===== src/rtl/spwt_pkg.sv =====
// Shared types, constants and state codes for the shortest path unit.
package spwt_pkg;

	localparam int unsigned NODE_W  = 6;
	localparam int unsigned COST_W  = 22;
	localparam logic [COST_W-1:0] COST_MAX = 22'h3FFFFF;

	typedef enum logic [1:0] {
		MODE_LOAD  = 2'd0,
		MODE_CLEAR = 2'd1,
		MODE_QUERY = 2'd2,
		MODE_NOP   = 2'd3
	} mode_t;

	typedef enum logic [1:0] {
		ST_OK      = 2'd0,
		ST_FULL    = 2'd1,
		ST_INVALID = 2'd2
	} status_t;

	typedef struct packed {
		logic [1:0]  mode;
		logic [5:0]  from_node;
		logic [5:0]  to_node;
		logic [15:0] edge_weight;
		logic [7:0]  route_id;
		logic [5:0]  start_node;
		logic [5:0]  end_node;
	} in_item_t;

	typedef struct packed {
		logic [1:0]  status;
		logic        found;
		logic [5:0]  path_node;
		logic        has_route;
		logic [7:0]  arrival_route;
		logic [21:0] total_cost;
		logic [6:0]  visited_count;
		logic [5:0]  transfers;
		logic        last;
	} out_item_t;

	typedef enum logic [4:0] {
		S_IDLE,
		S_DECODE,
		S_INIT,
		S_SCAN_RD,
		S_SCAN,
		S_SCAN_END,
		S_SETTLE,
		S_EDGE_RD,
		S_EDGE,
		S_EDGE_WR,
		S_WALK_RD,
		S_WALK,
		S_TR_RD,
		S_TR_NODE,
		S_TR,
		S_EMIT_RD,
		S_EMIT_NODE,
		S_EMIT,
		S_SIMPLE,
		S_WAIT
	} state_t;

	// Commands from the controller to the datapath.
	typedef struct packed {
		logic latch_in;
		logic do_load;
		logic do_clear;
		logic init_query;
		logic scan_reset;
		logic scan_rd;
		logic scan_step;
		logic settle;
		logic edge_reset;
		logic edge_rd;
		logic edge_eval;
		logic edge_write;
		logic edge_next;
		logic walk_init;
		logic walk_rd;
		logic walk_step;
		logic tr_init;
		logic tr_rd;
		logic tr_step;
		logic emit_init;
		logic emit_rd;
		logic emit_path;
		logic emit_simple;
		logic emit_next;
	} cmd_t;

	// Status from the datapath to the controller.
	typedef struct packed {
		logic [1:0] mode;
		logic       query_bad;
		logic       query_same;
		logic       scan_done;
		logic       none_found;
		logic       is_target;
		logic       edge_done;
		logic       edge_hit;
		logic       edge_upd;
		logic       walk_done;
		logic       tr_done;
		logic       emit_done;
		logic       out_busy;
	} stat_t;

endpackage


===== src/rtl/spwt_ctrl.sv =====
// Controller state machine that sequences loads, searches and path output.
module spwt_ctrl (
	input  logic           clk,
	input  logic           arst_n,
	input  logic           in_valid,
	output logic           in_stall,
	input  spwt_pkg::stat_t st,
	output spwt_pkg::cmd_t  cmd
);
	import spwt_pkg::*;

	state_t state_q, state_d;

	always_ff @(posedge clk or negedge arst_n) begin
		if (!arst_n) begin
			state_q <= S_IDLE;
		end else begin
			state_q <= state_d;
		end
	end

	always_comb begin
		state_d  = state_q;
		cmd      = '0;
		in_stall = 1'b1;
		case (state_q)
			S_IDLE: begin
				in_stall = 1'b0;
				if (in_valid) begin
					cmd.latch_in = 1'b1;
					state_d = S_DECODE;
				end
			end
			S_DECODE: begin
				case (st.mode)
					MODE_LOAD: begin
						if (!st.out_busy) begin
							cmd.do_load = 1'b1;
							state_d = S_IDLE;
						end
					end
					MODE_CLEAR: begin
						if (!st.out_busy) begin
							cmd.do_clear = 1'b1;
							state_d = S_IDLE;
						end
					end
					MODE_QUERY: begin
						if (st.query_bad || st.query_same) begin
							state_d = S_SIMPLE;
						end else begin
							cmd.init_query = 1'b1;
							state_d = S_INIT;
						end
					end
					default: state_d = S_IDLE;
				endcase
			end
			S_INIT: begin
				cmd.scan_reset = 1'b1;
				state_d = S_SCAN_RD;
			end
			S_SCAN_RD: begin
				cmd.scan_rd = 1'b1;
				state_d = S_SCAN;
			end
			S_SCAN: begin
				cmd.scan_step = 1'b1;
				state_d = st.scan_done ? S_SCAN_END : S_SCAN_RD;
			end
			S_SCAN_END: begin
				if (st.none_found) begin
					state_d = S_SIMPLE;
				end else begin
					state_d = S_SETTLE;
				end
			end
			S_SETTLE: begin
				cmd.settle = 1'b1;
				cmd.edge_reset = 1'b1;
				state_d = st.is_target ? S_WALK_RD : S_EDGE_RD;
				if (st.is_target) begin
					cmd.walk_init = 1'b1;
				end
			end
			S_EDGE_RD: begin
				if (st.edge_done) begin
					cmd.scan_reset = 1'b1;
					state_d = S_SCAN_RD;
				end else begin
					cmd.edge_rd = 1'b1;
					state_d = S_EDGE;
				end
			end
			S_EDGE: begin
				cmd.edge_eval = 1'b1;
				state_d = st.edge_hit ? S_EDGE_WR : S_EDGE_RD;
				if (!st.edge_hit) begin
					cmd.edge_next = 1'b1;
				end
			end
			S_EDGE_WR: begin
				// The cost of the target node has just arrived from the node table.
				cmd.edge_write = st.edge_upd;
				cmd.edge_next = 1'b1;
				state_d = S_EDGE_RD;
			end
			S_WALK_RD: begin
				if (st.walk_done) begin
					cmd.tr_init = 1'b1;
					state_d = S_TR_RD;
				end else begin
					cmd.walk_rd = 1'b1;
					state_d = S_WALK;
				end
			end
			S_WALK: begin
				cmd.walk_step = 1'b1;
				state_d = S_WALK_RD;
			end
			S_TR_RD: begin
				if (st.tr_done) begin
					cmd.emit_init = 1'b1;
					state_d = S_EMIT_RD;
				end else begin
					state_d = S_TR_NODE;
				end
			end
			S_TR_NODE: begin
				cmd.tr_rd = 1'b1;
				state_d = S_TR;
			end
			S_TR: begin
				cmd.tr_step = 1'b1;
				state_d = S_TR_RD;
			end
			S_EMIT_RD: begin
				if (!st.out_busy) begin
					state_d = S_EMIT_NODE;
				end
			end
			S_EMIT_NODE: begin
				cmd.emit_rd = 1'b1;
				state_d = S_EMIT;
			end
			S_EMIT: begin
				cmd.emit_path = 1'b1;
				state_d = st.emit_done ? S_IDLE : S_EMIT_RD;
				cmd.emit_next = 1'b1;
			end
			S_SIMPLE: begin
				if (!st.out_busy) begin
					cmd.emit_simple = 1'b1;
					state_d = S_IDLE;
				end
			end
			default: state_d = S_IDLE;
		endcase
	end
endmodule


===== config.mk =====
export PLATFORM = sky130hd
export DESIGN_NAME = spwt_ctrl
export DESIGN_NICKNAME = d
export VERILOG_FILES = /design/src/rtl/spwt_pkg.sv /design/src/rtl/spwt_ctrl.sv
export SDC_FILE = /design/constraint.sdc
export NUM_CORES = 1
export LEC_CHECK = 0
export ABC_AREA = 1
export BUFFER_PORTS_ARGS = -buffer_cell sky130_fd_sc_hd__buf_4
export CORE_MARGIN = 2
export CORE_UTILIZATION = 34
export DETAILED_ROUTE_END_ITERATION = 7
export SLEW_MARGIN = 20
export SYNTH_ARGS = -nofsm -noshare
export SYNTH_HDL_FRONTEND = slang
export SYNTH_SLANG_ARGS = --single-unit
export TNS_END_PERCENT = 20

===== constraint.sdc =====
create_clock -name clk -period 2.6 [get_ports clk]
set_input_delay 0.39 -clock clk [delete_from_list [all_inputs] [get_ports clk]]
set_output_delay 0.39 -clock clk [all_outputs]
set_load 0.01 [all_outputs]

# Word level (Yosys, flattened, before mapping)
# Index checks and enable logic that the tools add are counted.
[totals]
in_bits = 17
register_bits = 5
ramBits = 0
elab_cells = 76
latchBits = 0
memories = 0
rom_bits = 0
[classes]
bitwise_logic = 0
n_addsub = 0
mul = 0
mux = 48
n_eq_ne = 22
shift = 0
reduce_logical = 5
order_cmp = 0
n_div = 0
[ops]
columns = ["cell", "n"]
rows = [
  ["5-bit one-hot mux with 19 select lines", 1],
  ["5-bit by 4-bit equality test with 1-bit output, second input constant", 8],
  ["1-bit 2-to-1 mux", 30],
  ["5-bit 2-to-1 mux", 5],
  ["5-bit by 3-bit equality test with 1-bit output, second input constant", 4],
  ["4-bit 2-to-1 mux", 4],
  ["5-bit equality test, second input constant", 3],
  ["5-bit by 2-bit equality test with 1-bit output, second input constant", 2],
  ["5-bit one-hot mux with 2 select lines", 1],
  ["3-bit 2-to-1 mux", 3],
  ["5-bit by 1-bit equality test with 1-bit output, second input constant", 1],
  ["5-bit logical NOT", 1],
  ["2-bit 2-to-1 mux", 2],
  ["2-bit inequality test, second input constant", 2],
  ["1-bit one-hot mux with 2 select lines", 2],
  ["2-bit by 1-bit equality test with 1-bit output, second input constant", 1],
  ["2-bit equality test, second input constant", 1],
  ["2-bit logical NOT", 1],
  ["2-bit AND reduction", 1],
  ["2-bit OR reduction", 1],
  ["1-bit logical OR", 1],
]

# Longest topological paths before layout
# Gate-level depths: netlist (run 1).
[depth]
word_depth = 4
mapped_depth = 10
ltp_nobuf = 9

# Least setup slack after synthesis (run 1)
# OpenSTA, ideal clock, no wires.
[synth_timing]
path_kind = "reg2out"
from = "register state_q[2]"
to = "output port cmd[20] in the netlist's numbering"
path_buffers = 0
stages_incl_launch_ff = 6
setup_slack_ns = 1.034
t_arrival_ns = 1.176
cell_sequence = "dfrtp_1 nor2_4 nand3_2 inv_1 nand3_1 nor3_1"
[synth_lines]
columns = ["element", "line_no", "text"]
rows = [
  ["start: declaration", "spwt_ctrl.sv:12", "state_t state_q, state_d;"],
  ["start signal: assignment", "spwt_ctrl.sv:18", "state_q <= state_d;"],
  ["end: declaration", "spwt_ctrl.sv:8", "output spwt_pkg::cmd_t cmd"],
]

==> results of run 1 <==
[power groups by stage]
| stage | Combinational (W) | Clock, W | Sequential [W] |
|---|---|---|---|
| 5_1_grt | 0.000654 | 0.0000989 | 0.000169 |
| 3_5_place_dp | 0.000580 | 0 | 0.000165 |
| 2_1_floorplan | 0.000402 | 0 | 0.000156 |
| 4_1_cts | 0.000581 | 0.0000942 | 0.000164 |
| 3_3_place_gp | 0.000586 | 0 | 0.000161 |
| 6_report | 0.000583 | 0.0000895 | 0.000166 |
[Yosys cell counts (all sizes together)]
| cell type | number | area share (%) |
|---|---|---|
| a21oi | 1 | 0.66 |
| buf | 3 | 3.0 |
| dfrtp | 5 | 17 |
| inv | 30 | 15 |
| nand2 | 23 | 12 |
| nand3 | 22 | 18 |
| nand3b | 1 | 1.0 |
| nand4 | 3 | 2.5 |
| nor2 | 31 | 20 |
| nor3 | 8 | 5.3 |
| o211ai | 1 | 1.0 |
| o21ai | 3 | 2.5 |
| o22ai | 1 | 0.83 |
| or2 | 2 | 1.7 |
[kinds of logic after synthesis]
| kind of cell | after synthesis | synth area share [%] |
|---|---|---|
| DFF | 5 | 16.6 |
| and+or+nand+nor | 90 | 60.5 |
| buffers and inverters | 33 | 17.9 |
| AOI/OAI and AO/OA | 6 | 4.97 |
[metrics by stage]
step	total power (W)	std cells	util [%]	area [µm²]	setup slack (ns)
3_5_place_dp	0.000745	200	50.0	1070	0.921
3_3_place_gp	0.000747	200	50.0	1070	0.935
5_1_grt	0.000923	205	51.8	1110	0.541
2_1_floorplan	0.000558	134	-	754	1.03
4_1_cts	0.000839	205	51.8	1110	0.643
6_report	0.000838	205	51.8	1110	0.650
[critical path, stage by stage (launching register included)]
cell	delay, ns
dfrtp_1	0.49
nor2_4	0.23
nand3_2	0.13
inv_1	0.07
nand3_1	0.10
nor3_1	0.15
buf_4	0.15
[per-layer routing]
metal | global-route usage, % | vias up | routed length, µm
met4 | 5.41 | 0 | 0
li1 | - | 509 | -
met2 | 30.3 | 27 | 1050
met3 | 1.46 | 0 | 116
met1 | 23.6 | 420 | 1000
met5 | 0 | - | 0
[cells in the final DEF, fill, tap and decap left out]
cell type / n
buf_4: 41
nand4_1: 3
o21ai_2: 1
nand3_4: 1
inv_2: 4
nand3_1: 18
nand2_2: 1
dfrtp_1: 5
nand3_2: 3
or2_2: 1
inv_1: 26
nor3_1: 8
clkinv_2: 1
a21oi_1: 1
o211ai_1: 1
o22ai_1: 1
dlygate4sd3_1: 1
o21ai_1: 1
o21ai_0: 1
nand2_1: 22
nor2_4: 3
nand3b_1: 1
clkbuf_4: 3
nor2_2: 5
or2_1: 1
nor2_1: 23
[final cells by class]
type | instances | area (µm²)
multi-input cells | 96 | 494
inverters | 30 | 113
clock buffers | 3 | 22.5
flip-flops and latches | 5 | 125
well taps | 28 | 35.0
clock inverters | 1 | 5.00
fillers | 211 | 1040
repair buffers | 42 | 318
[worst max-delay path by stage]
stage          slack [ns]        from       to  cells past startpoint
2_1_floorplan        1.03  state_q[2]  cmd[20]                      5
3_3_place_gp         0.93  state_q[4]  cmd[14]                      7
3_5_place_dp         0.92  state_q[2]  cmd[20]                      6
4_1_cts              0.64  state_q[2]  cmd[20]                      6
5_1_grt              0.54  state_q[2]  cmd[20]                      6
6_report             0.65  state_q[2]  cmd[20]                      6
==> summary.md, run 1 <==
| Metric | Value |
|---|---|
| Max_cap viols | `0` |
| Worst hold path class | `in -> reg` |
| Sequential area share after synthesis | `16.6%` |
| Yosys cell types | `23` |
| Maximum vdd drop | `about 460 µV` |
| Crit. End Element | `primary output` |
| Seq pwr share | `~20%` |
| GRT overflow | `0` |
| Sw Ratio | `a little over half` |
| CTS tree | `done` |
| Final net count | `about 200` |
| Vias | `about 960` |
| Ys Warns | `0` |
| Largest reg by FF count | `state_q` |
| Worst-margin pin slew | `between 0.3 and 0.4 ns` |
| Detailed Place HPWL | `between 1500 and 2000 µm` |
| Comb pwr share | `just under 70%` |
| Area added between synthesis and finish | `47.4%` |
| Share of cells above drive strength 1 | `between 30% and 40%` |
| Core Region | `2150 µm²` |
| Switching power | `0.000457 W` |
| Io pins | `42` |
| Clock Latency Late Sink | `0.24 ns` |
| Final Max Tran Viols | `0` |
| Clock Pin Slew Worst Setup and Hold Paths | `around 0.050 ns` |
| Synth Instances | `134` |
| Gr usage total | `17.7%` |
| Die height | `51.1 µm` |
| Slew headroom | `between 70 and 80%` |
| Hold-critical path depth | `3` |
| PostCTS Resize Cnt | `0` |
| Largest net degree at the start of global routing | `14` |
| Status | `complete, no violations` |
| Final Cycle Share | `75.0%` |
| Mapped Nets | `roughly 150` |
| Global-route wire length before repair | `~3500 µm` |
| Clk buf depth | `2` |
| WS Path Type | `reg -> out` |
| TNS Setup | `0 ns` |
| Critical path required time | `about 2.2 ns` |
| Total wire length | `approximately 2200 µm` |
| DR pass1 iterations | `4` |
| Vias/cell | `approximately 4.7` |
| RSZ-0062 raised after global routing | `no` |
| Arr. time, crit path | `about 1.6 ns` |
| Post-route antenna net violation count | `0` |
| Initial Util | `a little over a third` |
| Synth Area per Inst | `5.63 µm²` |
| Clock share of power | `10.7%` |
| Number of global-route vias before repair | `813` |
| FF-to-FF path depth | `7` |
| Clock skew | `between 0.004 and 0.005 ns` |
| # DRC | `0` |
| Final min period | `slightly below 2 ns` |
| Num CTS Buffers | `3` |
| H-tree levels | `1` |
| Initial antenna violation count | `0` |
| Postcts setup bufs | `0` |
| WL/cell | `10.6 µm` |
| # setup viols final | `0` |
| Die area | `~2600 µm²` |
| Antenna diodes | `0` |
| Worst hold slack | `0.447 ns` |
| LEAKAGE | `about 0.69 nW` |
| Pwr Density | `between 700 and 800 nW/µm²` |
| Row cnt | `17` |
| CTS Hold Buffers Added | `1` |
| R2R Path End | `state_q[2]` |
| HP Start | `in_valid` |
| Internal power | `roughly 0.00038 W` |
| Buffers on Ports | `slightly above 40` |
| Startpoint Class | `register` |
| RePlAce Congestion | `between 0.8 and 0.9` |
| TritonCTS Sinks | `5` |
| Die Wd | `around 50 µm` |
| Clock Tree Root | `clkbuf_4` |
| Hold EP | `state_q[4]` |
| FF+latch count, synth | `5` |
| DR iter-0 viols | `16` |
| Regs by FF count | `state_q x5` |
| Largest register FFs | `5` |
| Endpoints failing hold | `0` |
| Crit Reg-Reg Startpoint | `state_q[0]` |
| Max Clk Rate | `between 500 and 600 MHz` |
| Mapped Area | `754 µm²` |
| Reg-to-reg slack, setup | `1.14 ns` |
| Critical path fanouts, max | `8` |
No activity file was read; power rests on OpenSTA's default activity.
==> run 2, diff against run 1 <==
==> constraint.sdc (replaced) <==
create_clock -name clk -period 1.8 [get_ports clk]
set_input_delay 0.27 -clock clk [delete_from_list [all_inputs] [get_ports clk]]
set_output_delay 0.27 -clock clk [all_outputs]
set_load 0.01 [all_outputs]
==> summary.md, run 2 (same netlist as run 1, synthesis figures left out) <==
| Metric | Value |
|---|---|
| Endpoints failing hold | `0 (unchanged)` |
| Vias/cell | `4.50 (was 4.66)` |
| Largest register FFs | `5 (unchanged)` |
| Detailed Place HPWL | `1930 µm (was 1870 µm)` |
| Total wire length | `2240 µm (was 2170 µm)` |
| Critical path fanouts, max | `6 (was 8)` |
| # DRC | `0 (unchanged)` |
| Worst hold path class | `in -> reg (unchanged)` |
| Vias | `931 (was 956)` |
| Num CTS Buffers | `3 (unchanged)` |
| Worst-margin pin slew | `0.282 ns (was 0.332 ns)` |
| Max_cap viols | `0 (unchanged)` |
| Commonest non-fill, non-tap cells in the layout | `buf_4, inv_1, nand2_1, nor2_1, nand3_1 (was buf_4, inv_1, nor2_1, nand2_1, nand3_1)` |
| Global-route wire length before repair | `3620 µm (was 3540 µm)` |
| WS Path Type | `reg -> out (unchanged)` |
| CP max-delay cell | `dfrtp_2 (was dfrtp_1)` |
| FF-to-FF path depth | `8 (was 7)` |
| # setup viols final | `0 (unchanged)` |
| Arr. time, crit path | `1.45 ns (was 1.56 ns)` |
| Final net count | `197 (was 195)` |
| Worst path depth | `6 (unchanged)` |
| Status | `complete, no violations (unchanged)` |
| DR pass1 iterations | `4 (unchanged)` |
| GRT overflow | `0 (unchanged)` |
| Crit. End Element | `primary output (unchanged)` |
| Clock Tree Root | `clkbuf_4 (unchanged)` |
| TritonCTS Sinks | `5 (unchanged)` |
| Regs by FF count | `state_q x5 (unchanged)` |
| Commonest non-fill, non-tap cell in the layout | `buf_4 (unchanged)` |
| CP max stage delay | `0.47 ns (was 0.49 ns)` |
| Initial Util | `35.1% (unchanged)` |
| Antenna diodes | `0 (unchanged)` |
| Startpoint Class | `register (unchanged)` |
| Gr usage total | `18.3% (was 17.7%)` |
| Final Max Tran Viols | `0 (unchanged)` |
| Worst hold slack | `0.311 ns (was 0.447 ns)` |
| Clk buf depth | `2 (unchanged)` |
| Pwr Density | `1110 nW/µm² (was 753 nW/µm²)` |
| Finished Cell Area | `1140 µm² (was 1110 µm²)` |
| Core Region | `2150 µm² (unchanged)` |
| DR iter-0 viols | `9 (was 16)` |
| Io pins | `42 (unchanged)` |
| Top delay family on crit path | `simple AND/OR/NAND/NOR gates (unchanged)` |
| Clock Pin Slew Worst Setup and Hold Paths | `0.05 ns (about the same)` |
| RSZ-0062 raised after global routing | `yes (was no)` |
| Slew headroom | `81.1% (was 77.9%)` |
| Dpl cell area | `1070 µm² (unchanged)` |
| Clock skew | `0.00321 ns (was 0.00492 ns)` |
| Initial antenna violation count | `0 (unchanged)` |
| Filler cell count | `231 (was 211)` |
| LEAKAGE | `0.694 nW (was 0.688 nW)` |
| Reg area | `129 µm² (was 125 µm²)` |
| Pre-CTS WS | `0.237 ns (was 0.921 ns)` |
| Clock Latency Late Sink | `0.24 ns (about the same)` |
| CP Buf/Inv Count | `2 (unchanged)` |
| Share of cells above drive strength 1 | `39.7% (was 36.2%)` |
| Die Wd | `51.1 µm (unchanged)` |
| WL/cell | `10.8 µm (was 10.6 µm)` |
| Final min period | `1.72 ns` |
| Number of global-route vias before repair | `839 (was 813)` |
| Area added between synthesis and finish | `51.2% (was 47.4%)` |
| Die area | `2610 µm² (unchanged)` |
| Largest reg by FF count | `state_q (unchanged)` |
| Post-route antenna net violation count | `0 (unchanged)` |
| Max Clk Rate | `roughly 580 MHz` |
| Crit Reg-Reg Startpoint | `state_q[2] (was state_q[0])` |
| Row cnt | `17 (unchanged)` |
| Multi-input logic area | `499 µm² (was 494 µm²)` |
| H-tree levels | `1 (unchanged)` |
| RePlAce Congestion | `0.823 (about the same)` |
| Critical path required time | `1.53 ns (was 2.21 ns)` |
| CTS tree | `done (unchanged)` |
| Crit path cell chain | `nor2_4 > nand3_2 > inv_1 > nand3_1 > nor3_1 > buf_4 (unchanged)` |
| Fin worst setup slack | `0.0846 ns (was 0.650 ns)` |
| Largest net degree at the start of global routing | `14 (unchanged)` |
| HP Start | `in_valid (unchanged)` |
| CP startpoint | `state_q[2] (unchanged)` |
| Maximum vdd drop | `758 µV (was 464 µV)` |
| Buffers on Ports | `41 (unchanged)` |
| Hold-critical path depth | `3 (unchanged)` |
| Die height | `51.1 µm (unchanged)` |
| Final Cycle Share | `95.3%` |
[run 2: path summary, 6_finish.rpt]
kind	endpoint	slack, ns
max	cmd[20]	0.08
min	state_q[4]	0.31
max reg2reg	state_q[0]	0.38
min reg2reg	state_q[2]	0.78
max in group asynchronous	state_q[3]	1.32
min in group asynchronous	state_q[1]	0.37
[run 2: worst reg2reg max path: cells and delay by family, from the launching register on]
| kind | cells | cell delay [ns] |
|---|---|---|
| AND/OR/NAND/NOR | 7 | 0.73 |
| buffers and inverters | 1 | 0.15 |
| flip-flops | 1 | 0.47 |
[run 2: final cells by class]
class,count,area share [%]
timing repair buffer,44,29.2
multi-input combinational,96,43.8
sequential,5,11.3
clock inverter,1,0.439
tap,28,3.07
clock buffer,3,1.97
inverter,30,10.3
[run 2: through the flow]
stage / TNS (ns) / total power [W] / std cells / util [%]
after floorplan: 0 / 0.000805 / 134 / -
final: 0 / 0.00126 / 207 / 53.1
after detailed placement: 0 / 0.00108 / 200 / 50.0
after CTS: 0 / 0.00125 / 207 / 52.6
after global placement: 0 / 0.00108 / 200 / 50.0
after global routing: -0.0855 / 0.00139 / 207 / 53.1
[run 2: where the power goes]
part           internal (W)  switching [W]  leakage (nW)  total (W)
logic              0.000341       0.000541         0.615   0.000882
registers          0.000164      0.0000893        0.0609   0.000253
clock network     0.0000803      0.0000459        0.0177   0.000126
[run 2: timing repair]
action	CTS	global route
cloned	0	0
resized for setup	1	6
hold buffers	1	0
endpoints found under the setup margin	2	10
pin swaps	1	0
buffers inserted	2	0
endpoints found under the hold margin	5	0
[run 2: layer usage]
| metal | GRT usage [%] | part of all wire, % | vias up |
|---|---|---|---|
| li1 | - | - | 507 |
| met1 | 25.0 | 47 | 406 |
| met2 | 30.5 | 49 | 18 |
| met3 | 1.46 | 4.5 | 0 |
| met4 | 5.41 | 0 | 0 |
| met5 | 0 | 0 | - |
